==> config.mk <==
export PLATFORM = sky130hd
export DESIGN_NAME = amp_mac
export DESIGN_NICKNAME = d
export VERILOG_FILES = /design/src/amp_pkg.sv /design/src/amp_mac.sv
export SDC_FILE = /design/constraint.sdc
export NUM_CORES = 2
export LEC_CHECK = 0
export BUFFER_PORTS_ARGS = -buffer_cell sky130_fd_sc_hd__buf_2
export CAP_MARGIN = 30
export CELL_PAD_IN_SITES_DETAIL_PLACEMENT = 0
export CELL_PAD_IN_SITES_GLOBAL_PLACEMENT = 1
export CORE_MARGIN = 1.5
export CORE_UTILIZATION = 45
export CTS_BUF_LIST = sky130_fd_sc_hd__clkbuf_8
export DETAILED_ROUTE_END_ITERATION = 12
export PLACE_DENSITY = 0.9
export SLEW_MARGIN = 25
export SYNTH_ARGS = -nofsm -noshare
export SYNTH_HDL_FRONTEND = slang
export SYNTH_SLANG_ARGS = --single-unit
==> constraint.sdc <==
create_clock -name clk -period 7.1 [get_ports clk]
set_clock_uncertainty 0.05 [all_clocks]
set_input_delay 1.42 -clock clk [delete_from_list [all_inputs] [get_ports clk]]
set_output_delay 1.42 -clock clk [all_outputs]
set_load 0.1 [all_outputs]
==> src/amp_pkg.sv <==
// Package: shared types, constants and the microprogram of the affine matrix unit.
package amp_pkg;

	localparam int FRAC_BITS = 16;
	localparam logic signed [31:0] Q_ONE = 32'sd1 <<< FRAC_BITS;
	// rounded product width and accumulator width (three terms plus sign)
	localparam int TERM_W = 64 - FRAC_BITS;
	localparam int ACC_W = TERM_W + 3;
	// reciprocal numerator 2^(2F) + m/2 and its quotient
	localparam int NUM_W = 2 * FRAC_BITS + 2;
	localparam int CNT_W = $clog2(NUM_W + 1);

	typedef enum logic [3:0] {
		OP_XFORM, OP_XFORM2, OP_INVXFORM, OP_TRANSLATE, OP_SCALE, OP_ROTATE,
		OP_SHEAR, OP_INVERT, OP_FLIPX, OP_FLIPY, OP_RESET, OP_MULTIPLY,
		OP_LOAD, OP_COMPARE, OP_DET, OP_NOP
	} op_t;

	typedef struct packed {
		logic [3:0] opcode;
		logic signed [31:0] arg_x;
		logic signed [31:0] arg_y;
		logic signed [31:0] op_sx;
		logic signed [31:0] op_shy;
		logic signed [31:0] op_shx;
		logic signed [31:0] op_sy;
		logic signed [31:0] op_tx;
		logic signed [31:0] op_ty;
	} req_t;

	typedef struct packed {
		logic signed [31:0] res_x;
		logic signed [31:0] res_y;
		logic signed [31:0] det_value;
		logic is_ident;
		logic is_same;
		logic singular;
		logic saturated;
	} rsp_t;

	typedef enum logic [4:0] {
		S_SX, S_SHY, S_SHX, S_SY, S_TX, S_TY, S_T0, S_T1, S_T2,
		S_AX, S_AY, S_AXT, S_AYT,
		S_OSX, S_OSHY, S_OSHX, S_OSY, S_OTX, S_OTY,
		S_ONE, S_ZERO
	} src_t;

	typedef enum logic [3:0] {
		D_SX, D_SHY, D_SHX, D_SY, D_TX, D_TY, D_T0, D_T1, D_T2,
		D_RX, D_RY, D_DET, D_NONE
	} dst_t;

	typedef enum logic [1:0] {K_TERM, K_RECIP, K_END} kind_t;

	typedef struct packed {
		kind_t kind;
		src_t a;
		src_t b;
		logic neg;
		logic first;
		dst_t dst;
	} uop_t;

	localparam uop_t U_END = '{kind: K_END, a: S_ZERO, b: S_ZERO, neg: 1'b0,
		first: 1'b0, dst: D_NONE};
	localparam uop_t U_RECIP = '{kind: K_RECIP, a: S_ZERO, b: S_ZERO, neg: 1'b0,
		first: 1'b0, dst: D_NONE};

	// one product term: acc = (first ? 0 : acc) +/- a*b, then store if dst given
	function automatic uop_t mt(src_t a, src_t b, logic ng, logic fi, dst_t d);
		uop_t u;
		u.kind = K_TERM;
		u.a = a;
		u.b = b;
		u.neg = ng;
		u.first = fi;
		u.dst = d;
		return u;
	endfunction

	function automatic uop_t ucode(logic [3:0] opc, logic [4:0] pc, logic tail);
		uop_t u;
		u = U_END;
		if (tail) begin
			// determinant of the matrix as it stands after the step
			case (pc)
			5'd0: u = mt(S_SX, S_SY, 1'b0, 1'b1, D_NONE);
			5'd1: u = mt(S_SHY, S_SHX, 1'b1, 1'b0, D_DET);
			default: u = U_END;
			endcase
		end else begin
			case (op_t'(opc))
			OP_XFORM: begin
				case (pc)
				5'd0: u = mt(S_AX, S_SX, 1'b0, 1'b1, D_NONE);
				5'd1: u = mt(S_AY, S_SHX, 1'b0, 1'b0, D_NONE);
				5'd2: u = mt(S_TX, S_ONE, 1'b0, 1'b0, D_RX);
				5'd3: u = mt(S_AX, S_SHY, 1'b0, 1'b1, D_NONE);
				5'd4: u = mt(S_AY, S_SY, 1'b0, 1'b0, D_NONE);
				5'd5: u = mt(S_TY, S_ONE, 1'b0, 1'b0, D_RY);
				default: u = U_END;
				endcase
			end
			OP_XFORM2: begin
				case (pc)
				5'd0: u = mt(S_AX, S_SX, 1'b0, 1'b1, D_NONE);
				5'd1: u = mt(S_AY, S_SHX, 1'b0, 1'b0, D_RX);
				5'd2: u = mt(S_AX, S_SHY, 1'b0, 1'b1, D_NONE);
				5'd3: u = mt(S_AY, S_SY, 1'b0, 1'b0, D_RY);
				default: u = U_END;
				endcase
			end
			OP_INVXFORM: begin
				case (pc)
				5'd0: u = mt(S_SX, S_SY, 1'b0, 1'b1, D_NONE);
				5'd1: u = mt(S_SHY, S_SHX, 1'b1, 1'b0, D_T2);
				5'd2: u = U_RECIP;
				5'd3: u = mt(S_AXT, S_T2, 1'b0, 1'b1, D_T0);
				5'd4: u = mt(S_AYT, S_T2, 1'b0, 1'b1, D_T1);
				5'd5: u = mt(S_T0, S_SY, 1'b0, 1'b1, D_NONE);
				5'd6: u = mt(S_T1, S_SHX, 1'b1, 1'b0, D_RX);
				5'd7: u = mt(S_T1, S_SX, 1'b0, 1'b1, D_NONE);
				5'd8: u = mt(S_T0, S_SHY, 1'b1, 1'b0, D_RY);
				default: u = U_END;
				endcase
			end
			OP_TRANSLATE: begin
				case (pc)
				5'd0: u = mt(S_TX, S_ONE, 1'b0, 1'b1, D_NONE);
				5'd1: u = mt(S_AX, S_ONE, 1'b0, 1'b0, D_TX);
				5'd2: u = mt(S_TY, S_ONE, 1'b0, 1'b1, D_NONE);
				5'd3: u = mt(S_AY, S_ONE, 1'b0, 1'b0, D_TY);
				default: u = U_END;
				endcase
			end
			OP_SCALE: begin
				case (pc)
				5'd0: u = mt(S_SX, S_AX, 1'b0, 1'b1, D_SX);
				5'd1: u = mt(S_SHX, S_AX, 1'b0, 1'b1, D_SHX);
				5'd2: u = mt(S_TX, S_AX, 1'b0, 1'b1, D_TX);
				5'd3: u = mt(S_SHY, S_AY, 1'b0, 1'b1, D_SHY);
				5'd4: u = mt(S_SY, S_AY, 1'b0, 1'b1, D_SY);
				5'd5: u = mt(S_TY, S_AY, 1'b0, 1'b1, D_TY);
				default: u = U_END;
				endcase
			end
			OP_ROTATE: begin
				case (pc)
				5'd0: u = mt(S_SX, S_AX, 1'b0, 1'b1, D_NONE);
				5'd1: u = mt(S_SHY, S_AY, 1'b1, 1'b0, D_T0);
				5'd2: u = mt(S_SHX, S_AX, 1'b0, 1'b1, D_NONE);
				5'd3: u = mt(S_SY, S_AY, 1'b1, 1'b0, D_T1);
				5'd4: u = mt(S_TX, S_AX, 1'b0, 1'b1, D_NONE);
				5'd5: u = mt(S_TY, S_AY, 1'b1, 1'b0, D_T2);
				5'd6: u = mt(S_SX, S_AY, 1'b0, 1'b1, D_NONE);
				5'd7: u = mt(S_SHY, S_AX, 1'b0, 1'b0, D_SHY);
				5'd8: u = mt(S_SHX, S_AY, 1'b0, 1'b1, D_NONE);
				5'd9: u = mt(S_SY, S_AX, 1'b0, 1'b0, D_SY);
				5'd10: u = mt(S_TX, S_AY, 1'b0, 1'b1, D_NONE);
				5'd11: u = mt(S_TY, S_AX, 1'b0, 1'b0, D_TY);
				5'd12: u = mt(S_T0, S_ONE, 1'b0, 1'b1, D_SX);
				5'd13: u = mt(S_T1, S_ONE, 1'b0, 1'b1, D_SHX);
				5'd14: u = mt(S_T2, S_ONE, 1'b0, 1'b1, D_TX);
				default: u = U_END;
				endcase
			end
			OP_SHEAR: begin
				case (pc)
				5'd0: u = mt(S_SX, S_ONE, 1'b0, 1'b1, D_NONE);
				5'd1: u = mt(S_AY, S_SHX, 1'b0, 1'b0, D_T0);
				5'd2: u = mt(S_SHY, S_ONE, 1'b0, 1'b1, D_NONE);
				5'd3: u = mt(S_AY, S_SY, 1'b0, 1'b0, D_T1);
				5'd4: u = mt(S_SHX, S_ONE, 1'b0, 1'b1, D_NONE);
				5'd5: u = mt(S_AX, S_SX, 1'b0, 1'b0, D_T2);
				5'd6: u = mt(S_SY, S_ONE, 1'b0, 1'b1, D_NONE);
				5'd7: u = mt(S_AX, S_SHY, 1'b0, 1'b0, D_SY);
				5'd8: u = mt(S_T0, S_ONE, 1'b0, 1'b1, D_SX);
				5'd9: u = mt(S_T1, S_ONE, 1'b0, 1'b1, D_SHY);
				5'd10: u = mt(S_T2, S_ONE, 1'b0, 1'b1, D_SHX);
				default: u = U_END;
				endcase
			end
			OP_INVERT: begin
				case (pc)
				5'd0: u = mt(S_SX, S_SY, 1'b0, 1'b1, D_NONE);
				5'd1: u = mt(S_SHY, S_SHX, 1'b1, 1'b0, D_T2);
				5'd2: u = U_RECIP;
				5'd3: u = mt(S_SY, S_T2, 1'b0, 1'b1, D_T0);
				5'd4: u = mt(S_SX, S_T2, 1'b0, 1'b1, D_SY);
				5'd5: u = mt(S_SHY, S_T2, 1'b1, 1'b1, D_SHY);
				5'd6: u = mt(S_SHX, S_T2, 1'b1, 1'b1, D_SHX);
				5'd7: u = mt(S_TX, S_T0, 1'b1, 1'b1, D_NONE);
				5'd8: u = mt(S_TY, S_SHX, 1'b1, 1'b0, D_T1);
				5'd9: u = mt(S_TX, S_SHY, 1'b1, 1'b1, D_NONE);
				5'd10: u = mt(S_TY, S_SY, 1'b1, 1'b0, D_TY);
				5'd11: u = mt(S_T0, S_ONE, 1'b0, 1'b1, D_SX);
				5'd12: u = mt(S_T1, S_ONE, 1'b0, 1'b1, D_TX);
				default: u = U_END;
				endcase
			end
			OP_FLIPX: begin
				case (pc)
				5'd0: u = mt(S_SX, S_ONE, 1'b1, 1'b1, D_SX);
				5'd1: u = mt(S_SHY, S_ONE, 1'b1, 1'b1, D_SHY);
				5'd2: u = mt(S_TX, S_ONE, 1'b1, 1'b1, D_TX);
				default: u = U_END;
				endcase
			end
			OP_FLIPY: begin
				case (pc)
				5'd0: u = mt(S_SHX, S_ONE, 1'b1, 1'b1, D_SHX);
				5'd1: u = mt(S_SY, S_ONE, 1'b1, 1'b1, D_SY);
				5'd2: u = mt(S_TY, S_ONE, 1'b1, 1'b1, D_TY);
				default: u = U_END;
				endcase
			end
			OP_RESET: begin
				case (pc)
				5'd0: u = mt(S_ONE, S_ONE, 1'b0, 1'b1, D_SX);
				5'd1: u = mt(S_ZERO, S_ONE, 1'b0, 1'b1, D_SHY);
				5'd2: u = mt(S_ZERO, S_ONE, 1'b0, 1'b1, D_SHX);
				5'd3: u = mt(S_ONE, S_ONE, 1'b0, 1'b1, D_SY);
				5'd4: u = mt(S_ZERO, S_ONE, 1'b0, 1'b1, D_TX);
				5'd5: u = mt(S_ZERO, S_ONE, 1'b0, 1'b1, D_TY);
				default: u = U_END;
				endcase
			end
			OP_MULTIPLY: begin
				case (pc)
				5'd0: u = mt(S_SX, S_OSX, 1'b0, 1'b1, D_NONE);
				5'd1: u = mt(S_SHY, S_OSHX, 1'b0, 1'b0, D_T0);
				5'd2: u = mt(S_SHX, S_OSX, 1'b0, 1'b1, D_NONE);
				5'd3: u = mt(S_SY, S_OSHX, 1'b0, 1'b0, D_T1);
				5'd4: u = mt(S_TX, S_OSX, 1'b0, 1'b1, D_NONE);
				5'd5: u = mt(S_TY, S_OSHX, 1'b0, 1'b0, D_NONE);
				5'd6: u = mt(S_OTX, S_ONE, 1'b0, 1'b0, D_T2);
				5'd7: u = mt(S_SX, S_OSHY, 1'b0, 1'b1, D_NONE);
				5'd8: u = mt(S_SHY, S_OSY, 1'b0, 1'b0, D_SHY);
				5'd9: u = mt(S_SHX, S_OSHY, 1'b0, 1'b1, D_NONE);
				5'd10: u = mt(S_SY, S_OSY, 1'b0, 1'b0, D_SY);
				5'd11: u = mt(S_TX, S_OSHY, 1'b0, 1'b1, D_NONE);
				5'd12: u = mt(S_TY, S_OSY, 1'b0, 1'b0, D_NONE);
				5'd13: u = mt(S_OTY, S_ONE, 1'b0, 1'b0, D_TY);
				5'd14: u = mt(S_T0, S_ONE, 1'b0, 1'b1, D_SX);
				5'd15: u = mt(S_T1, S_ONE, 1'b0, 1'b1, D_SHX);
				5'd16: u = mt(S_T2, S_ONE, 1'b0, 1'b1, D_TX);
				default: u = U_END;
				endcase
			end
			OP_LOAD: begin
				case (pc)
				5'd0: u = mt(S_OSX, S_ONE, 1'b0, 1'b1, D_SX);
				5'd1: u = mt(S_OSHY, S_ONE, 1'b0, 1'b1, D_SHY);
				5'd2: u = mt(S_OSHX, S_ONE, 1'b0, 1'b1, D_SHX);
				5'd3: u = mt(S_OSY, S_ONE, 1'b0, 1'b1, D_SY);
				5'd4: u = mt(S_OTX, S_ONE, 1'b0, 1'b1, D_TX);
				5'd5: u = mt(S_OTY, S_ONE, 1'b0, 1'b1, D_TY);
				default: u = U_END;
				endcase
			end
			default: u = U_END;
			endcase
		end
		return u;
	endfunction

endpackage

==> src/amp_mac.sv <==
// Shared multiply, round, accumulate and saturate unit.
module amp_mac (
	input  logic clk,
	input  logic arst_n,
	input  logic mul_en,
	input  logic acc_en,
	input  logic signed [32:0] a,
	input  logic signed [31:0] b,
	input  logic neg,
	input  logic first,
	output logic signed [31:0] res,
	output logic sat
);
	import amp_pkg::*;

	localparam logic signed [ACC_W-1:0] ACC_MAX = ACC_W'(64'sd2147483647);
	localparam logic signed [ACC_W-1:0] ACC_MIN = -(ACC_W'(64'sd2147483648));

	logic [32:0] mag_a;
	logic [31:0] mag_b;
	logic [63:0] prod_s1;
	logic neg_s1;
	logic first_s1;
	logic signed [ACC_W-1:0] acc_q;
	logic [63:0] rnd;
	logic signed [ACC_W-1:0] term;
	logic signed [ACC_W-1:0] acc_next;

	assign mag_a = a[32] ? 33'(-a) : 33'(a);
	assign mag_b = b[31] ? 32'(-b) : 32'(b);

	// round half away from zero on the magnitude, then apply the sign
	assign rnd = prod_s1 + (64'd1 << (FRAC_BITS - 1));
	assign term = neg_s1 ? -(ACC_W'(rnd[63:FRAC_BITS])) : ACC_W'(rnd[63:FRAC_BITS]);
	assign acc_next = (first_s1 ? '0 : acc_q) + term;

	always_comb begin
		res = acc_next[31:0];
		sat = 1'b0;
		if (acc_next > ACC_MAX) begin
			res = ACC_MAX[31:0];
			sat = 1'b1;
		end else if (acc_next < ACC_MIN) begin
			res = ACC_MIN[31:0];
			sat = 1'b1;
		end
	end

	always_ff @(posedge clk or negedge arst_n) begin
		if (!arst_n) begin
			prod_s1 <= '0;
			neg_s1 <= 1'b0;
			first_s1 <= 1'b0;
			acc_q <= '0;
		end else begin
			if (mul_en) begin
				prod_s1 <= {31'd0, mag_a} * {32'd0, mag_b};
				neg_s1 <= a[32] ^ b[31] ^ neg;
				first_s1 <= first;
			end
			if (acc_en) begin
				acc_q <= acc_next;
			end
		end
	end

endmodule

# After elaboration in Yosys (flattened, before gate mapping)

Cells that the tools add are included.

Output and inout bits: 33
Logic and storage cells: 22
Register bits after elaboration: 117

Magnitude comparators: 2
Mux-type cells: 8
Add/sub/neg operators: 5
Bitwise operators: 2
Multipliers: 1

Operators with widths:

| kind                                                             | count |
|---|---|
| 2-to-1 mux 51 bit                                                | 2 |
| 2-to-1 mux 32 bit                                                | 3 |
| adder 64 x 16 -> 64 bit (second input constant)                  | 1 |
| multiplier 33 x 32 -> 64 bit                                     | 1 |
| adder 51 bit                                                     | 1 |
| greater-than comparator 51 x 32 -> 1 bit (second input constant) | 1 |
| < comparator 51 x 32 -> 1 bit (second input constant)            | 1 |
| negator 48 -> 51 bit                                             | 1 |
| 2-to-1 mux 33 bit                                                | 1 |
| negator 33 bit                                                   | 1 |
| negator 32 bit                                                   | 1 |
| 2-to-1 mux 1 bit                                                 | 2 |
| XOR 1 bit                                                        | 2 |

# Logic depth before layout (Yosys ltp)

Word-level depth: 7
Depth in mapped cells: 38

# Worst setup path after synthesis

Ideal clock, no wire load.

Path kind: input to register
From: in b[0]
To: reg prod_s1[59]
Data arrival time: 11.075 ns
Setup slack: -4.145 ns
Buffers on the path: 4
Cell stages on the path: 38
Cell sequence: clkbuf_1 inv_1 clkbuf_1 ha_1 nand3_1 or4_1 or4_1 o31ai_1 xor2_1 clkbuf_1 nor2_1 fa_1 inv_1 fa_1 inv_1 fa_1 inv_1 fa_1 [2 not listed] fa_1 fa_1 inv_1 fa_1 inv_1 ha_1 and4_1 clkbuf_1 and3_1 a211o_1 o221ai_1 o2111ai_1 nand3_1 a21o_1 a211oi_1 or2_2 a211o_1 a41o_1

Longest elaborated chain between the ends: 3

RTL lines:

| item                           | line          | source |
|---|---|---|
| from (decl)                    | amp_mac.sv:8  | `input logic signed [31:0] b,` |
| negator 32 bit                 | amp_mac.sv:30 | `assign mag_b = b[31] ? 32'(-b) : 32'(b);` |
| 2-to-1 mux 32 bit *            | amp_mac.sv:30 |  |
| multiplier 33 x 32 -> 64 bit * | amp_mac.sv:57 | `prod_s1 <= {31'd0, mag_a} * {32'd0, mag_b};` |
| to (signal assigned)           | amp_mac.sv:57 |  |
| to (decl)                      | amp_mac.sv:21 | `logic [63:0] prod_s1;` |

Mark *: on every way between the ends. The rest lies on a longest branch, timed or not.
A chain may end at the register's enable or synchronous reset.

# Worst setup path after layout

From: in b[5]
To: reg prod_s1[63]

The elaborated chain is that of the path after synthesis.

==> metrics <==
RR Endpoint acc_q[47]$_DFFE_PN0P_; Final Hold Fails 0; DRC Markers 0; CTS tree yes; Critical R2R Launch prod_s1[15]$_DFFE_PN0P_; CTS root buffer clkbuf_8; vias 41664; clock slew at reported path FFs 0.10 ns; post-synthesis sequential area ratio 0.05767; DR WL/cell 20.60 um; DPL Wire Length 130.0 mm; EDFF count, synth 0; measured slew at the worst slew-check pin 0.9478 ns; post-route clock period utilization 1.499; Layout area overhead 34.30%; first-pass GRT wire length 242.9 mm; #FFs+latches synth 102; gp weighted congestion 1.051; initial antenna violation count 2; run status complete, but fails checks; Critical Path Sink prod_s1[63]$_DFFE_PN0P_; Syn. warnings 0; max-cap viol count 0; Vias per Instance 5.507; CTS Hold Bufs 0; setup_tns -187.58 ns; Slew HR 0.3681; reg2reg path depth 27; reg-to-reg setup timing slack 1.36 ns; die area 100200 um^2; Synth async-reset ratio 1.000; Cell Area, Synth 44260 um^2; post-synth cell types 83; commonest cells after routing, fill and taps aside buf_4 (1055), inv_1 (965), fa_1 (902), nand2_1 (711), nor2_1 (567); final WL 155.8 mm; Hold Path Class reg2reg; Initial Util 0.4556; final instance area 59440 um^2; vias in the first global route 44570; synthesized area per cell 8.469 um^2; cts bufs inserted 9; CTS Sinks 102; global router's overall resource usage 0.3143; CP Data Required Time 7.35 ns; CTS H-tree depth 3; CP startpoint kind input port; final setup fails 82; largest net degree at the start of global routing 64; minimum clock period 10.64 ns; most common flop cell mapped by yosys dfrtp_1; PnR worst setup slack -3.541 ns; critical path fanouts, max 4; Die Y-Extent 316.6 um; most area-consuming cells after synthesis fa_1 (42%), ha_1 (8.7%), inv_1 (8.4%); Nets 7586; clk buf depth 2; most used cell, CP fa_1; CP Class in2reg; Syn Nets 6531; fin. max-slew vios 0; IO Pins 104; Rows 114; critical path's slowest cell fa_1; crit-path max cell delay 0.56 ns; clk_lat worst skew 0.40 ns; share of the synthesized area in the top cell type 0.4184; Arrival @ worst endpoint 10.89 ns; Iter 0 DRT Violations 3411; drt pass-1 iters 6; Port Buffers 103; layout cells sized above 1 0.2913; Gate Count Post-Synth 5226; dpl cell area 55500 um^2; origin of the worst setup path b[5]; unrepaired setup endpoints after global routing true; commonest non-fill, non-tap cell in the layout buf_4; total grt overflow 0; Final ANT Viol Nets 0; violated checks negative setup slack; fmax 0.09397 GHz; Yosys top cell by area fa_1; Die Wd 316.6 um; CP endpoint kind register; core area 97140 um^2
## cells in the mapped netlist, types with 5 or more instances
master and count:
o311ai_1 29, buf_2 10, o21ai_0 96, xnor2_1 178, mux2_2 59, a211o_1 7
nor2_1 596, or3_1 19, and4_1 17, xor2_1 125, nand2b_1 16, nor4_1 23
nor2b_1 34, o31ai_1 26, nand3_1 59, nand4_1 43, a311oi_1 5, a21oi_1 150
nand2_1 740, a31o_2 8, o31a_1 8, o21a_1 22, fa_1 925, and2_1 26
and3_1 22, nor4_2 5, o41ai_1 7, o2111ai_1 5, mux2i_1 36, or4_1 18
inv_1 994, o211ai_1 13, or2_2 9, dfrtp_1 102, a41oi_1 5, buf_1 7
a31oi_1 19, clkbuf_1 233, a211oi_1 15, nor3_1 64, o21bai_1 9, ha_1 309
a21o_1 57
## timing repair
action / in CTS / in global routing
buffers inserted: 68 / 40
gates cloned: 5 / 1
pin swaps: 159 / 119
resized for setup: 396 / 235
endpoints found under the setup margin: 82 / 82
## layout make-up
class,instances,area [um^2]
antenna,4,10.01
clock buffer,9,123.9
clock inverter,6,41.29
fill,7782,37700
inverter,995,3739
multi-input combinational,3877,40320
sequential,102,2556
tap,1276,1597
timing repair buffer,1296,11050
## sequential cells by signal, indices dropped and copies added (netlist names)
| register | count |
|---|---|
| acc_q | 51 |
| first_s1 | 1 |
| prod_s1 | 49 |
| neg_s1 | 1 |
## layer usage
layer / wire (um) / vias to the layer above / part of all wire / GRT usage
met5: 0 / - / 0 / 0
met3: 16100 / 572 / 0.10 / 0.07325
met1: 57520 / 20729 / 0.37 / 0.3887
met4: 10780 / 0 / 0.069 / 0.1706
met2: 71440 / 2112 / 0.46 / 0.5098
li1: - / 18251 / - / -
## through the flow
step	hold slack [ns]	util	cells	worst slack (ns)
after floorplan	0.4227	-	5226	-3.720
after global placement	0.4315	0.5713	7443	-4.205
after detailed placement	0.4377	0.5713	7443	-4.341
after CTS	0.4618	0.5979	7525	-3.425
after global routing	0.4767	0.6118	7562	-3.707
final	0.4613	0.6119	7565	-3.541
## worst min-delay path by stage
stage / start / end / depth (start not counted)
after floorplan: acc_q[0]$_DFFE_PN0P_ / acc_q[0]$_DFFE_PN0P_ / 1
after global placement: acc_q[34]$_DFFE_PN0P_ / acc_q[34]$_DFFE_PN0P_ / 1
after detailed placement: acc_q[41]$_DFFE_PN0P_ / acc_q[41]$_DFFE_PN0P_ / 1
after CTS: acc_q[36]$_DFFE_PN0P_ / acc_q[36]$_DFFE_PN0P_ / 1
after global routing: acc_q[36]$_DFFE_PN0P_ / acc_q[36]$_DFFE_PN0P_ / 1
final: acc_q[43]$_DFFE_PN0P_ / acc_q[43]$_DFFE_PN0P_ / 1
## logic make-up after synthesis
kind of cell    share of synthesized area
compound gates                    0.07950
xor+xnor                          0.06095
fa+ha+maj                          0.5058
buf+inv                            0.1066
flops                             0.05767
mux                               0.02315
simple gates                       0.1663
## worst max-delay path, delay by kind of cell
family          cells  cell delay (ns)
simple gates       11             2.69
compound gates      8             1.61
xor+xnor            1             0.19
buf+inv             7             0.69
fa+ha+maj           9             4.26
Power is left out: the tool's default activity adds up to more than one toggle a clock period on the data nets, which glitch-free logic cannot reach.
