## src/amp_pkg.sv

```systemverilog
// Package: shared types, constants and the microprogram of the affine matrix unit.
package amp_pkg;

	localparam int FRAC_BITS = 16;
	localparam logic signed [31:0] Q_ONE = 32'sd1 <<< FRAC_BITS;
	// rounded product width and accumulator width (three terms plus sign)
	localparam int TERM_W = 64 - FRAC_BITS;
	localparam int ACC_W = TERM_W + 3;
	// reciprocal numerator 2^(2F) + m/2 and its quotient
	localparam int NUM_W = 2 * FRAC_BITS + 2;
	localparam int CNT_W = $clog2(NUM_W + 1);

	typedef enum logic [3:0] {
		OP_XFORM, OP_XFORM2, OP_INVXFORM, OP_TRANSLATE, OP_SCALE, OP_ROTATE,
		OP_SHEAR, OP_INVERT, OP_FLIPX, OP_FLIPY, OP_RESET, OP_MULTIPLY,
		OP_LOAD, OP_COMPARE, OP_DET, OP_NOP
	} op_t;

	typedef struct packed {
		logic [3:0] opcode;
		logic signed [31:0] arg_x;
		logic signed [31:0] arg_y;
		logic signed [31:0] op_sx;
		logic signed [31:0] op_shy;
		logic signed [31:0] op_shx;
		logic signed [31:0] op_sy;
		logic signed [31:0] op_tx;
		logic signed [31:0] op_ty;
	} req_t;

	typedef struct packed {
		logic signed [31:0] res_x;
		logic signed [31:0] res_y;
		logic signed [31:0] det_value;
		logic is_ident;
		logic is_same;
		logic singular;
		logic saturated;
	} rsp_t;

	typedef enum logic [4:0] {
		S_SX, S_SHY, S_SHX, S_SY, S_TX, S_TY, S_T0, S_T1, S_T2,
		S_AX, S_AY, S_AXT, S_AYT,
		S_OSX, S_OSHY, S_OSHX, S_OSY, S_OTX, S_OTY,
		S_ONE, S_ZERO
	} src_t;

	typedef enum logic [3:0] {
		D_SX, D_SHY, D_SHX, D_SY, D_TX, D_TY, D_T0, D_T1, D_T2,
		D_RX, D_RY, D_DET, D_NONE
	} dst_t;

	typedef enum logic [1:0] {K_TERM, K_RECIP, K_END} kind_t;

	typedef struct packed {
		kind_t kind;
		src_t a;
		src_t b;
		logic neg;
		logic first;
		dst_t dst;
	} uop_t;

	localparam uop_t U_END = '{kind: K_END, a: S_ZERO, b: S_ZERO, neg: 1'b0,
		first: 1'b0, dst: D_NONE};
	localparam uop_t U_RECIP = '{kind: K_RECIP, a: S_ZERO, b: S_ZERO, neg: 1'b0,
		first: 1'b0, dst: D_NONE};

	// one product term: acc = (first ? 0 : acc) +/- a*b, then store if dst given
	function automatic uop_t mt(src_t a, src_t b, logic ng, logic fi, dst_t d);
		uop_t u;
		u.kind = K_TERM;
		u.a = a;
		u.b = b;
		u.neg = ng;
		u.first = fi;
		u.dst = d;
		return u;
	endfunction

	function automatic uop_t ucode(logic [3:0] opc, logic [4:0] pc, logic tail);
		uop_t u;
		u = U_END;
		if (tail) begin
			// determinant of the matrix as it stands after the step
			case (pc)
			5'd0: u = mt(S_SX, S_SY, 1'b0, 1'b1, D_NONE);
			5'd1: u = mt(S_SHY, S_SHX, 1'b1, 1'b0, D_DET);
			default: u = U_END;
			endcase
		end else begin
			case (op_t'(opc))
			OP_XFORM: begin
				case (pc)
				5'd0: u = mt(S_AX, S_SX, 1'b0, 1'b1, D_NONE);
				5'd1: u = mt(S_AY, S_SHX, 1'b0, 1'b0, D_NONE);
				5'd2: u = mt(S_TX, S_ONE, 1'b0, 1'b0, D_RX);
				5'd3: u = mt(S_AX, S_SHY, 1'b0, 1'b1, D_NONE);
				5'd4: u = mt(S_AY, S_SY, 1'b0, 1'b0, D_NONE);
				5'd5: u = mt(S_TY, S_ONE, 1'b0, 1'b0, D_RY);
				default: u = U_END;
				endcase
			end
			OP_XFORM2: begin
				case (pc)
				5'd0: u = mt(S_AX, S_SX, 1'b0, 1'b1, D_NONE);
				5'd1: u = mt(S_AY, S_SHX, 1'b0, 1'b0, D_RX);
				5'd2: u = mt(S_AX, S_SHY, 1'b0, 1'b1, D_NONE);
				5'd3: u = mt(S_AY, S_SY, 1'b0, 1'b0, D_RY);
				default: u = U_END;
				endcase
			end
			OP_INVXFORM: begin
				case (pc)
				5'd0: u = mt(S_SX, S_SY, 1'b0, 1'b1, D_NONE);
				5'd1: u = mt(S_SHY, S_SHX, 1'b1, 1'b0, D_T2);
				5'd2: u = U_RECIP;
				5'd3: u = mt(S_AXT, S_T2, 1'b0, 1'b1, D_T0);
				5'd4: u = mt(S_AYT, S_T2, 1'b0, 1'b1, D_T1);
				5'd5: u = mt(S_T0, S_SY, 1'b0, 1'b1, D_NONE);
				5'd6: u = mt(S_T1, S_SHX, 1'b1, 1'b0, D_RX);
				5'd7: u = mt(S_T1, S_SX, 1'b0, 1'b1, D_NONE);
				5'd8: u = mt(S_T0, S_SHY, 1'b1, 1'b0, D_RY);
				default: u = U_END;
				endcase
			end
			OP_TRANSLATE: begin
				case (pc)
				5'd0: u = mt(S_TX, S_ONE, 1'b0, 1'b1, D_NONE);
				5'd1: u = mt(S_AX, S_ONE, 1'b0, 1'b0, D_TX);
				5'd2: u = mt(S_TY, S_ONE, 1'b0, 1'b1, D_NONE);
				5'd3: u = mt(S_AY, S_ONE, 1'b0, 1'b0, D_TY);
				default: u = U_END;
				endcase
			end
			OP_SCALE: begin
				case (pc)
				5'd0: u = mt(S_SX, S_AX, 1'b0, 1'b1, D_SX);
				5'd1: u = mt(S_SHX, S_AX, 1'b0, 1'b1, D_SHX);
				5'd2: u = mt(S_TX, S_AX, 1'b0, 1'b1, D_TX);
				5'd3: u = mt(S_SHY, S_AY, 1'b0, 1'b1, D_SHY);
				5'd4: u = mt(S_SY, S_AY, 1'b0, 1'b1, D_SY);
				5'd5: u = mt(S_TY, S_AY, 1'b0, 1'b1, D_TY);
				default: u = U_END;
				endcase
			end
			OP_ROTATE: begin
				case (pc)
				5'd0: u = mt(S_SX, S_AX, 1'b0, 1'b1, D_NONE);
				5'd1: u = mt(S_SHY, S_AY, 1'b1, 1'b0, D_T0);
				5'd2: u = mt(S_SHX, S_AX, 1'b0, 1'b1, D_NONE);
				5'd3: u = mt(S_SY, S_AY, 1'b1, 1'b0, D_T1);
				5'd4: u = mt(S_TX, S_AX, 1'b0, 1'b1, D_NONE);
				5'd5: u = mt(S_TY, S_AY, 1'b1, 1'b0, D_T2);
				5'd6: u = mt(S_SX, S_AY, 1'b0, 1'b1, D_NONE);
				5'd7: u = mt(S_SHY, S_AX, 1'b0, 1'b0, D_SHY);
				5'd8: u = mt(S_SHX, S_AY, 1'b0, 1'b1, D_NONE);
				5'd9: u = mt(S_SY, S_AX, 1'b0, 1'b0, D_SY);
				5'd10: u = mt(S_TX, S_AY, 1'b0, 1'b1, D_NONE);
				5'd11: u = mt(S_TY, S_AX, 1'b0, 1'b0, D_TY);
				5'd12: u = mt(S_T0, S_ONE, 1'b0, 1'b1, D_SX);
				5'd13: u = mt(S_T1, S_ONE, 1'b0, 1'b1, D_SHX);
				5'd14: u = mt(S_T2, S_ONE, 1'b0, 1'b1, D_TX);
				default: u = U_END;
				endcase
			end
			OP_SHEAR: begin
				case (pc)
				5'd0: u = mt(S_SX, S_ONE, 1'b0, 1'b1, D_NONE);
				5'd1: u = mt(S_AY, S_SHX, 1'b0, 1'b0, D_T0);
				5'd2: u = mt(S_SHY, S_ONE, 1'b0, 1'b1, D_NONE);
				5'd3: u = mt(S_AY, S_SY, 1'b0, 1'b0, D_T1);
				5'd4: u = mt(S_SHX, S_ONE, 1'b0, 1'b1, D_NONE);
				5'd5: u = mt(S_AX, S_SX, 1'b0, 1'b0, D_T2);
				5'd6: u = mt(S_SY, S_ONE, 1'b0, 1'b1, D_NONE);
				5'd7: u = mt(S_AX, S_SHY, 1'b0, 1'b0, D_SY);
				5'd8: u = mt(S_T0, S_ONE, 1'b0, 1'b1, D_SX);
				5'd9: u = mt(S_T1, S_ONE, 1'b0, 1'b1, D_SHY);
				5'd10: u = mt(S_T2, S_ONE, 1'b0, 1'b1, D_SHX);
				default: u = U_END;
				endcase
			end
			OP_INVERT: begin
				case (pc)
				5'd0: u = mt(S_SX, S_SY, 1'b0, 1'b1, D_NONE);
				5'd1: u = mt(S_SHY, S_SHX, 1'b1, 1'b0, D_T2);
				5'd2: u = U_RECIP;
				5'd3: u = mt(S_SY, S_T2, 1'b0, 1'b1, D_T0);
				5'd4: u = mt(S_SX, S_T2, 1'b0, 1'b1, D_SY);
				5'd5: u = mt(S_SHY, S_T2, 1'b1, 1'b1, D_SHY);
				5'd6: u = mt(S_SHX, S_T2, 1'b1, 1'b1, D_SHX);
				5'd7: u = mt(S_TX, S_T0, 1'b1, 1'b1, D_NONE);
				5'd8: u = mt(S_TY, S_SHX, 1'b1, 1'b0, D_T1);
				5'd9: u = mt(S_TX, S_SHY, 1'b1, 1'b1, D_NONE);
				5'd10: u = mt(S_TY, S_SY, 1'b1, 1'b0, D_TY);
				5'd11: u = mt(S_T0, S_ONE, 1'b0, 1'b1, D_SX);
				5'd12: u = mt(S_T1, S_ONE, 1'b0, 1'b1, D_TX);
				default: u = U_END;
				endcase
			end
			OP_FLIPX: begin
				case (pc)
				5'd0: u = mt(S_SX, S_ONE, 1'b1, 1'b1, D_SX);
				5'd1: u = mt(S_SHY, S_ONE, 1'b1, 1'b1, D_SHY);
				5'd2: u = mt(S_TX, S_ONE, 1'b1, 1'b1, D_TX);
				default: u = U_END;
				endcase
			end
			OP_FLIPY: begin
				case (pc)
				5'd0: u = mt(S_SHX, S_ONE, 1'b1, 1'b1, D_SHX);
				5'd1: u = mt(S_SY, S_ONE, 1'b1, 1'b1, D_SY);
				5'd2: u = mt(S_TY, S_ONE, 1'b1, 1'b1, D_TY);
				default: u = U_END;
				endcase
			end
			OP_RESET: begin
				case (pc)
				5'd0: u = mt(S_ONE, S_ONE, 1'b0, 1'b1, D_SX);
				5'd1: u = mt(S_ZERO, S_ONE, 1'b0, 1'b1, D_SHY);
				5'd2: u = mt(S_ZERO, S_ONE, 1'b0, 1'b1, D_SHX);
				5'd3: u = mt(S_ONE, S_ONE, 1'b0, 1'b1, D_SY);
				5'd4: u = mt(S_ZERO, S_ONE, 1'b0, 1'b1, D_TX);
				5'd5: u = mt(S_ZERO, S_ONE, 1'b0, 1'b1, D_TY);
				default: u = U_END;
				endcase
			end
			OP_MULTIPLY: begin
				case (pc)
				5'd0: u = mt(S_SX, S_OSX, 1'b0, 1'b1, D_NONE);
				5'd1: u = mt(S_SHY, S_OSHX, 1'b0, 1'b0, D_T0);
				5'd2: u = mt(S_SHX, S_OSX, 1'b0, 1'b1, D_NONE);
				5'd3: u = mt(S_SY, S_OSHX, 1'b0, 1'b0, D_T1);
				5'd4: u = mt(S_TX, S_OSX, 1'b0, 1'b1, D_NONE);
				5'd5: u = mt(S_TY, S_OSHX, 1'b0, 1'b0, D_NONE);
				5'd6: u = mt(S_OTX, S_ONE, 1'b0, 1'b0, D_T2);
				5'd7: u = mt(S_SX, S_OSHY, 1'b0, 1'b1, D_NONE);
				5'd8: u = mt(S_SHY, S_OSY, 1'b0, 1'b0, D_SHY);
				5'd9: u = mt(S_SHX, S_OSHY, 1'b0, 1'b1, D_NONE);
				5'd10: u = mt(S_SY, S_OSY, 1'b0, 1'b0, D_SY);
				5'd11: u = mt(S_TX, S_OSHY, 1'b0, 1'b1, D_NONE);
				5'd12: u = mt(S_TY, S_OSY, 1'b0, 1'b0, D_NONE);
				5'd13: u = mt(S_OTY, S_ONE, 1'b0, 1'b0, D_TY);
				5'd14: u = mt(S_T0, S_ONE, 1'b0, 1'b1, D_SX);
				5'd15: u = mt(S_T1, S_ONE, 1'b0, 1'b1, D_SHX);
				5'd16: u = mt(S_T2, S_ONE, 1'b0, 1'b1, D_TX);
				default: u = U_END;
				endcase
			end
			OP_LOAD: begin
				case (pc)
				5'd0: u = mt(S_OSX, S_ONE, 1'b0, 1'b1, D_SX);
				5'd1: u = mt(S_OSHY, S_ONE, 1'b0, 1'b1, D_SHY);
				5'd2: u = mt(S_OSHX, S_ONE, 1'b0, 1'b1, D_SHX);
				5'd3: u = mt(S_OSY, S_ONE, 1'b0, 1'b1, D_SY);
				5'd4: u = mt(S_OTX, S_ONE, 1'b0, 1'b1, D_TX);
				5'd5: u = mt(S_OTY, S_ONE, 1'b0, 1'b1, D_TY);
				default: u = U_END;
				endcase
			end
			default: u = U_END;
			endcase
		end
		return u;
	endfunction

endpackage

```

## src/amp_recip.sv

```systemverilog
// Restoring divider for the saturated reciprocal 2^(2F)/det, one quotient bit per cycle.
module amp_recip (
	input  logic clk,
	input  logic arst_n,
	input  logic start,
	input  logic signed [31:0] det,
	output logic done,
	output logic signed [31:0] q,
	output logic sat
);
	import amp_pkg::*;

	localparam logic [NUM_W-1:0] POS_MAX = NUM_W'(64'd2147483647);
	localparam logic [NUM_W-1:0] NEG_MAX = NUM_W'(64'd2147483648);

	logic busy_q;
	logic done_q;
	logic neg_q;
	logic [31:0] mag_q;
	logic [31:0] rem_q;
	logic [NUM_W-1:0] quo_q;
	logic [CNT_W-1:0] cnt_q;
	logic [31:0] mag_in;
	logic [32:0] rem_sh;
	logic fits;

	assign mag_in = det[31] ? 32'(-det) : 32'(det);
	assign rem_sh = {rem_q, quo_q[NUM_W-1]};
	assign fits = rem_sh >= {1'b0, mag_q};
	assign done = done_q;

	always_comb begin
		sat = 1'b0;
		q = neg_q ? -(quo_q[31:0]) : quo_q[31:0];
		if (!neg_q && quo_q > POS_MAX) begin
			q = 32'sh7fffffff;
			sat = 1'b1;
		end else if (neg_q && quo_q > NEG_MAX) begin
			q = 32'sh80000000;
			sat = 1'b1;
		end
	end

	always_ff @(posedge clk or negedge arst_n) begin
		if (!arst_n) begin
			busy_q <= 1'b0;
			done_q <= 1'b0;
			neg_q <= 1'b0;
			mag_q <= '0;
			rem_q <= '0;
			quo_q <= '0;
			cnt_q <= '0;
		end else begin
			done_q <= 1'b0;
			if (start) begin
				busy_q <= 1'b1;
				neg_q <= det[31];
				mag_q <= mag_in;
				rem_q <= '0;
				quo_q <= (NUM_W'(1) << (2 * FRAC_BITS)) + NUM_W'(mag_in >> 1);
				cnt_q <= CNT_W'(NUM_W);
			end else if (busy_q) begin
				// shift in one numerator bit, subtract where the divisor fits
				rem_q <= fits ? 32'(rem_sh - {1'b0, mag_q}) : rem_sh[31:0];
				quo_q <= {quo_q[NUM_W-2:0], fits};
				cnt_q <= cnt_q - 1'b1;
				if (cnt_q == CNT_W'(1)) begin
					busy_q <= 1'b0;
					done_q <= 1'b1;
				end
			end
		end
	end

endmodule

```

## config.mk

```make
export PLATFORM = sky130hd
export DESIGN_NAME = amp_recip
export DESIGN_NICKNAME = d
export VERILOG_FILES = /design/src/amp_pkg.sv /design/src/amp_recip.sv
export SDC_FILE = /design/constraint.sdc
export NUM_CORES = 1
export LEC_CHECK = 0
export ABC_AREA = 1
export BUFFER_PORTS_ARGS = -buffer_cell sky130_fd_sc_hd__buf_4
export CAP_MARGIN = 20
export CORE_MARGIN = 2
export CORE_UTILIZATION = 60
export CTS_BUF_LIST = sky130_fd_sc_hd__clkbuf_2 sky130_fd_sc_hd__clkbuf_4 sky130_fd_sc_hd__clkbuf_8
export DETAILED_ROUTE_END_ITERATION = 8
export PLACE_DENSITY = 0.8
export SLEW_MARGIN = 20
export SYNTH_ARGS = -nofsm -noshare
export SYNTH_HDL_FRONTEND = slang
export SYNTH_SLANG_ARGS = --single-unit
```

## constraint.sdc

```tcl
create_clock -name clk -period 2.7 [get_ports clk]
set_input_delay 0.405 -clock clk [delete_from_list [all_inputs] [get_ports clk]]
set_output_delay 0.405 -clock clk [all_outputs]
set_load 0.01 [all_outputs]
```

Yosys cells after proc, flatten, opt, wreduce, memory -nomap -nowiden

Cells that the tools add are included.
Widths: inputs -> output; s select.

Register bits after elaboration: 107
Input bits: 35
Output and inout port bits: 34
Logic and storage cells: 39

$add $sub $neg: 5
Magnitude comparators: 3
Equality and inequality tests: 1
Mux-type cells: 19
Reductions and logical operators: 4

Operators with widths:

| cell                   | count |
|---|---|
| $mux 32                | 7 |
| $mux 34                | 2 |
| $neg 32->32            | 2 |
| $add 33x31->34 const A | 1 |
| $gt 34x31->1 const B   | 1 |
| $gt 34x32->1 const B   | 1 |
| $ge 33x32->1           | 1 |
| $sub 32x32->32         | 1 |
| $mux 6                 | 2 |
| $mux 1                 | 8 |
| $eq 6x1->1 const B     | 1 |
| $sub 6x1->6 const B    | 1 |
| $logic_and 1x1->1      | 2 |
| $reduce_bool 2->1      | 1 |
| $logic_not 1->1        | 1 |

Depth between registers and ports, before layout

Gate-level depths: netlist of run 1.

Word-level depth: 4
Gate-level depth with buffers: 18
Gate-level depth less buffers: 16

Worst setup path before layout of run 1

No wires, ideal clock.

Path type: register -> output
Start point: reg quo_q[0]
End point: out q[18]
Data arrival time: 1.748 ns
Data required time: 2.295 ns
Slack: 0.547 ns
Stages on the path, launching flop included: 11
Buffers on the path: 0
Cell sequence: dfrtp_1 inv_1 ha_1 nand4_2 nor2_2 nand2_1 nor2_1 nand2_1 nand3_2 inv_2 o21ai_0

Cells in the longest elaborated chain, start to end: 4

Ends and longest elaborated chain:

| what                                         | RTL line                         | RTL |
|---|---|---|
| start: declaration                           | amp_recip.sv:21                  | `logic [NUM_W-1:0] quo_q;` |
| start signal: assignment                     | amp_recip.sv:60                  | `quo_q <= (NUM_W'(1) << (2 * FRAC_BITS)) + NUM_W'(mag_in >> 1);` |
| start signal: assignment                     | amp_recip.sv:65                  | `quo_q <= {quo_q[NUM_W-2:0], fits};` |
| $neg 32->32 or $gt 34x32->1 (tied branches)  | amp_recip.sv:34, amp_recip.sv:38 |  |
| $mux 32 or $logic_and 1x1->1 (tied branches) | amp_recip.sv:34, amp_recip.sv:38 |  |
| $mux 32                                      | amp_recip.sv:38                  | `end else if (neg_q && quo_q > NEG_MAX) begin` |
| $mux 32 (*)                                  | amp_recip.sv:35                  | `if (!neg_q && quo_q > POS_MAX) begin` |
| end: declaration                             | amp_recip.sv:8                   | `output logic signed [31:0] q,` |

Every way passes the cells marked *; elsewhere a longest branch is shown, timed or not.

Worst setup path after layout of run 1

Start point: reg quo_q[9]
End point: out q[18]

The elaborated chain is that of the path after synthesis.

==> metrics.csv, run 1 <==
stage,metric,value,unit
sta,finalSetupViolCount,0,
clock_network,cts_buffers,9,
final_layout,layout-drive-gt1-share,10.4,%
logic_synthesis,ys_types,40,
setup_path,endpoint,q[18],
clock_network,tritoncts,built,
floorplan,die_h,128,µm
sta,drv_slew,0,
floorplan,die_area,16500,µm²
sta,post-route-min-period,2600,ps
logic_synthesis,syn_area_per_cell,6.10,µm²
sta,rsz0062_at_grt,true,
floorplan,die_w,128,µm
placement,dpl-instance-area,9970,µm²
final_layout,layout_common_cells,"526 x nand2_1, 255 x inv_1, 136 x nand3_1",
clock_network,clk_latency,390,ps
setup_path,worstSetupPathType,reg2out,
floorplan,design.core.area,15100,µm²
global_route,grt_max_degree,99,
setup_path,end_kind,output port,
clock_network,cts-root-buf,clkbuf_8,
placement,place_ws,205,ps
run_status,status,"complete, no violations",
pwr,irDropWorstVdd,0.325,mV
global_route,grt_pass1_vias,8834,
min_path,min_path_type,in2reg,
logic_synthesis,synth_area,9270,µm²
clock_network,numClockSinks,107,
placement,portBuffers,68,
setup_path,r2r_start,mag_q[29],
setup_path,path_cells,nor2_2 > nand3_2 > nor2_2 > nand3_1 > xor2_1 > nand2_1 > o21ai_0 > o21ai_0 > buf_4,
pwr,p_per_area,394,nW/µm²
sta,tightest_slew,747,ps
setup_path,cp-startpoint,quo_q[9],
final_layout,insertedDiodeCount,0,
clock_network,htreeDepth,3,
detailed_routing,wl_per_cell,15.0,µm
global_route,antenna_found_initial,0,
sta,relSlewSlack,50.2,%
floorplan,rows,45,
floorplan,io_pins,69,
setup_path,crit_fanout,6,
setup_path,critPathRequiredTime,2300,ps
floorplan,start_util,61.2,%
sta,fin_crit_sh,96.2,%
pwr,leakage,5.84,nW
logic_synthesis,synthFlopType,dfrtp_1,
sta,fmax,0.385,GHz
logic_synthesis,synth-seq-cells,107,
global_route,grt_first_pass_wirelength,43.4,mm
global_route,grt.total_usage,33.4,%
setup_path,r2r_end,rem_q[0],
logic_synthesis,synthArstFlopShare,100,%
final_layout,area_growth,11.7,%
placement,gp_congestion,0.975,
logic_synthesis,syn_inst,1521,
setup_path,rr_worst_depth,12,
sta,finalClockSkew,20.9,ps
detailed_routing,final_antenna_net_count,0,
final_layout,final_common_cell,nand2_1,
flow_run,max-cap-violations,0,
logic_synthesis,synth-edff-count,0,
final_layout,final_cell_area,10400,µm²
sta,hold_viol,0,
clock_network,clockBufferDepth,2,
logic_synthesis,syn_nets,1593,
final_layout,multi_input_comb_area,5500,µm²
sta,timing.final.ws_setup,101,ps
setup_path,cp-start-kind,register,
setup_path,worstPathArrival,2190,ps
logic_synthesis,synth_warnings,0,
clock_network,clk_pin_slew,110,ps
setup_path,crit_path_max_incr_delay,470,ps
logic_synthesis,synth-seq-area-share,28.9,%
detailed_routing,vias_per_cell,5.42,
detailed_routing,via_count,9630,
final_layout,register_area,2680,µm²
final_layout,fill_cells,1439,
placement,hpwl,20.8,mm
detailed_routing,route.detailed.drc,0,
setup_path,crit_slowest_cell,dfrtp_2,
final_layout,fin_nets,1657,
setup_path,rrSetupSlack,340,ps
detailed_routing,drt_iter0_markers,843,
global_route,globalRoute.totalOverflow,0,
detailed_routing,drt-total-wl,26.7,mm
detailed_routing,drtPass1Iterations,8,
## how the worst min path moves through the flow
stage	slack, ps	endpoint	depth (start not counted)	from
floorplan	110	busy_q	0	arst_n
global placement	240	rem_q[4]	1	arst_n
detailed placement	250	rem_q[4]	1	arst_n
CTS	340	mag_q[0]	3	det[0]
global route	380	mag_q[0]	3	det[0]
finish	340	mag_q[0]	3	det[0]
## per-stage QoR
stage / total power, mW / utilization, % / instances / hold slack (ps) / setup TNS [ps]
5_1_grt: 4.32 / 68.4 / 1776 / 381 / -370
4_1_cts: 4.03 / 67.4 / 1771 / 340 / -38.6
2_1_floorplan: 2.65 / - / 1521 / 109 / 0
6_report: 4.08 / 68.4 / 1776 / 341 / 0
3_3_place_gp: 3.11 / 65.8 / 1754 / 242 / 0
3_5_place_dp: 3.13 / 65.8 / 1754 / 246 / 0
## sequential cells by signal, summed over array words and instances, names as in the netlist
register and flops:
neg_q 1, quo_q 34, mag_q 32, done 1, busy_q 1, cnt_q 6, rem_q 32
## cell families after synthesis
family | count (synthesis) | synth area share [%]
DFF | 107 | 28.9
and+or+nand+nor | 871 | 40.0
AOI/OAI and AO/OA | 166 | 10.3
xor gates and xnor gates | 28 | 2.65
adders and majority gates | 37 | 5.07
buffers and inverters | 312 | 13.1
## layer usage
metal / global-route usage (%) / vias to the layer above / part of all wire, %
met5: 0 / - / 0
met4: 12.8 / 0 / 3.6
met3: 3.76 / 62 / 4.5
met2: 54.8 / 299 / 46
met1: 45.7 / 4351 / 46
li1: - / 4918 / -
## worst max-delay path: cells and delay by family (launching register included)
kind	cells	cell delay [ps]
AND/OR/NAND/NOR	5	750
flip-flops	1	470
AO/OA/AOI/OAI	2	280
XOR/XNOR	1	170
buffers and inverters	1	140
## synth_stat cells, types with 6 or more instances
library cell    n  area, µm²
clkbuf_1       21       78.8
inv_2          10       37.5
inv_1         260        976
and2_1          7       43.8
buf_1           6       22.5
o21ai_0        77        385
nor2_1        120        450
dfrtp_1       107       2680
nor3_1         14       70.1
ha_1           36        450
nand4_1        18        113
xnor2_1        13        114
nand2_1       529       1990
a21oi_1        42        210
buf_2           9       45.0
nand3b_1       22        165
nand3_1       138        691
o211ai_1       16        120
o221ai_1       14        123
xor2_1         15        131
## power by group
group	switching, mW	leakage, nW	internal (mW)
Clock	0.563	0.0699	0.336
Combinational	0.864	4.43	0.507
Sequential	0.0911	1.35	1.72
## cell type report
cell class	count	area share, %
Multi-Input combinational cell	1103	53.1
Sequential cell	107	25.9
Inverter	270	9.79
Timing Repair Buffer	94	7.36
Tap cell	188	2.27
Clock buffer	10	1.27
Clock inverter	4	0.290
## what timing repair did
action,4_1_cts,5_1_grt
gates resized for setup,10,31
setup endpoints to repair,30,33
setup buffers,2,3
gates cloned,0,2
endpoints found under the hold margin,9,0
hold buffers,1,0
pin swaps,0,4
Power figures use the tool's default switching activity.
==> run 2, diff against run 1 <==
Clock period 2.7 ns to 2.5 ns, I/O delays scaled along.
==> run 2 against run 1 <==
  * The run now ends with setup timing left
  * Hold slack worse by 67 ps
  * Register-to-register slack worse by 190 ps
  * Die area stayed put
  * Critical path type unchanged
  * Power is 16% higher
  * Wire length is 7.3% higher
  * Sequential power is 8% higher
==> metrics.csv, run 2 (synthesis gave the netlist of run 1 again) <==
stage,metric,value,unit
run_status,status,"finished, violations left",
run_status,violations,setup timing,
final_layout,largest_register_ffs,34,
pwr,irDropWorstVdd,0.289,mV
clock_network,clockBufferDepth,2,
sta,finalClockSkew,15.9,ps
sta,drv_slew,0,
detailed_routing,final_antenna_net_count,0,
clock_network,clk_latency,400,ps
floorplan,design.core.area,15100,µm²
final_layout,insertedDiodeCount,0,
setup_path,worstSetupPathType,reg2out,
clock_network,tritoncts,built,
placement,portBuffers,68,
sta,timing.final.ws_setup,-89.5,ps
setup_path,end_kind,output port,
detailed_routing,route.detailed.drc,0,
min_path,worstHoldStart,start,
setup_path,rr_worst_depth,12,
global_route,grt_first_pass_wirelength,45.6,mm
final_layout,fill_cells,1354,
sta,finalSetupViolCount,19,
global_route,grt_max_degree,40,
global_route,antenna_found_initial,0,
detailed_routing,via_count,10000,
detailed_routing,drt-total-wl,28.6,mm
min_path,hold_depth,2,
clock_network,cts-root-buf,clkbuf_8,
floorplan,start_util,61.2,%
final_layout,final_common_cell,nand2_1,
sta,tns,-822,ps
pwr,p_per_area,434,nW/µm²
detailed_routing,route.met3.wl,1.69,mm
setup_path,r2r_end,rem_q[8],
sta,rsz0062_at_grt,true,
min_path,min_path_type,in2reg,
detailed_routing,wl_per_cell,15.8,µm
floorplan,die_h,128,µm
global_route,globalRoute.totalOverflow,0,
final_layout,layout-drive-gt1-share,14.9,%
detailed_routing,drtPass1Iterations,5,
final_layout,layout_common_cells,"520 x nand2_1, 250 x inv_1, 131 x nand3_1",
detailed_routing,wl_met1,12.3,mm
clock_network,htreeDepth,3,
floorplan,die_w,128,µm
sta,hold_viol,0,
clock_network,cts_buffers,9,
clock_network,numClockSinks,107,
final_layout,area_growth,17.7,%
final_layout,regMostFlops,quo_q,
sta,tightest_slew,737,ps
placement,place_ws,137,ps
detailed_routing,routed-wl-met2,13.5,mm
floorplan,io_pins,69,
detailed_routing,vias_per_cell,5.54,
setup_path,r2r_start,rem_q[27],
floorplan,rows,45,
placement,gp_congestion,1.01,
global_route,grt.total_usage,35.1,%
sta,relSlewSlack,50.8,%
detailed_routing,top_layer,met4,
sta,fmax,0.386,GHz
pwr,leakage,6.07,nW
final_layout,fin_nets,1690,
setup_path,rrSetupSlack,150,ps
setup_path,cp-start-kind,register,
floorplan,die_area,16500,µm²
global_route,grt_pass1_vias,9374,
setup_path,worstPathArrival,2210,ps
final_layout,largest_registers,"quo_q: 34 flops, mag_q: 32 flops, rem_q: 32 flops",
flow_run,max-cap-violations,0,
sta,post-route-min-period,2590,ps
clock_network,clk_pin_slew,100,ps
placement,hpwl,21.7,mm
setup_path,crit_fanout,4,
detailed_routing,drt_iter0_markers,780,
setup_path,critPathRequiredTime,2120,ps
min_path,hold_end,cnt_q[4],
sta,fin_crit_sh,104,%
[run 2: cell count changes in the layout (fill, tap and decap cells not counted), sizes merged]
cell,change
nand2,+1
clkinvlp,-2
bufinv,+1
clkbuf,+1
buf,+33
clkinv,+1
[run 2: cell type report]
cell class / count / area, µm² / share of cell area (%)
Inverter: 270 / 1020 / 9.33
Multi-Input combinational cell: 1104 / 5700 / 52.2
Timing Repair Buffer: 126 / 1070 / 9.83
Tap cell: 188 / 235 / 2.15
Clock buffer: 12 / 153 / 1.40
Sequential cell: 107 / 2690 / 24.6
Clock inverter: 4 / 50.0 / 0.458
[run 2: stage by stage]
stage	instance area [µm²]	total power, mW	utilization (%)	hold WS (ps)	instances
floorplan	9270	2.86	-	79.4	1521
global placement	10100	3.38	66.4	373	1762
detailed placement	10100	3.40	66.4	383	1762
CTS	10600	4.60	69.7	269	1796
global route	10900	4.98	72.1	299	1811
finish	10900	4.73	72.1	273	1811
[run 2: layer usage]
layer  track usage, %  vias to the layer above
met2             58.9                      369
met5                0                        -
li1                 -                     4980
met1             45.4                     4615
met3             3.96                       70
met4             16.8                        0
[run 2: power by group]
| group | leakage [nW] | switching (mW) | internal, mW |
|---|---|---|---|
| combinational | 4.62 | 1.01 | 0.643 |
| sequential | 1.34 | 0.100 | 1.86 |
| clock | 0.0994 | 0.612 | 0.512 |
| total | 6.07 | 1.72 | 3.01 |
[run 2: timing repair]
action / CTS / global route
pin swaps: 8 / 26
hold endpoints to repair: 36 / 0
hold buffers: 1 / 0
endpoints found under the setup margin: 33 / 54
resized for setup: 34 / 76
cloned: 2 / 1
buffers inserted: 15 / 15
[run 2: worst max-delay path by stage]
stage	end	cells past startpoint	from
2_1_floorplan	q[18]	10	quo_q[0]
3_3_place_gp	q[6]	12	quo_q[0]
3_5_place_dp	q[5]	12	quo_q[0]
4_1_cts	q[15]	11	quo_q[3]
5_1_grt	q[1]	12	quo_q[29]
6_report	q[31]	12	quo_q[29]
[run 2: worst max-delay path, stage by stage, from the launching register on]
cell,delay (ps)
dfrtp_1,440
inv_2,100
nand2_1,90
nor3_1,230
nand3_1,180
nor2_4,110
nand2_2,70
nand3_4,100
buf_12,120
nand2_2,40
o21ai_1,140
inv_1,80
buf_6,120
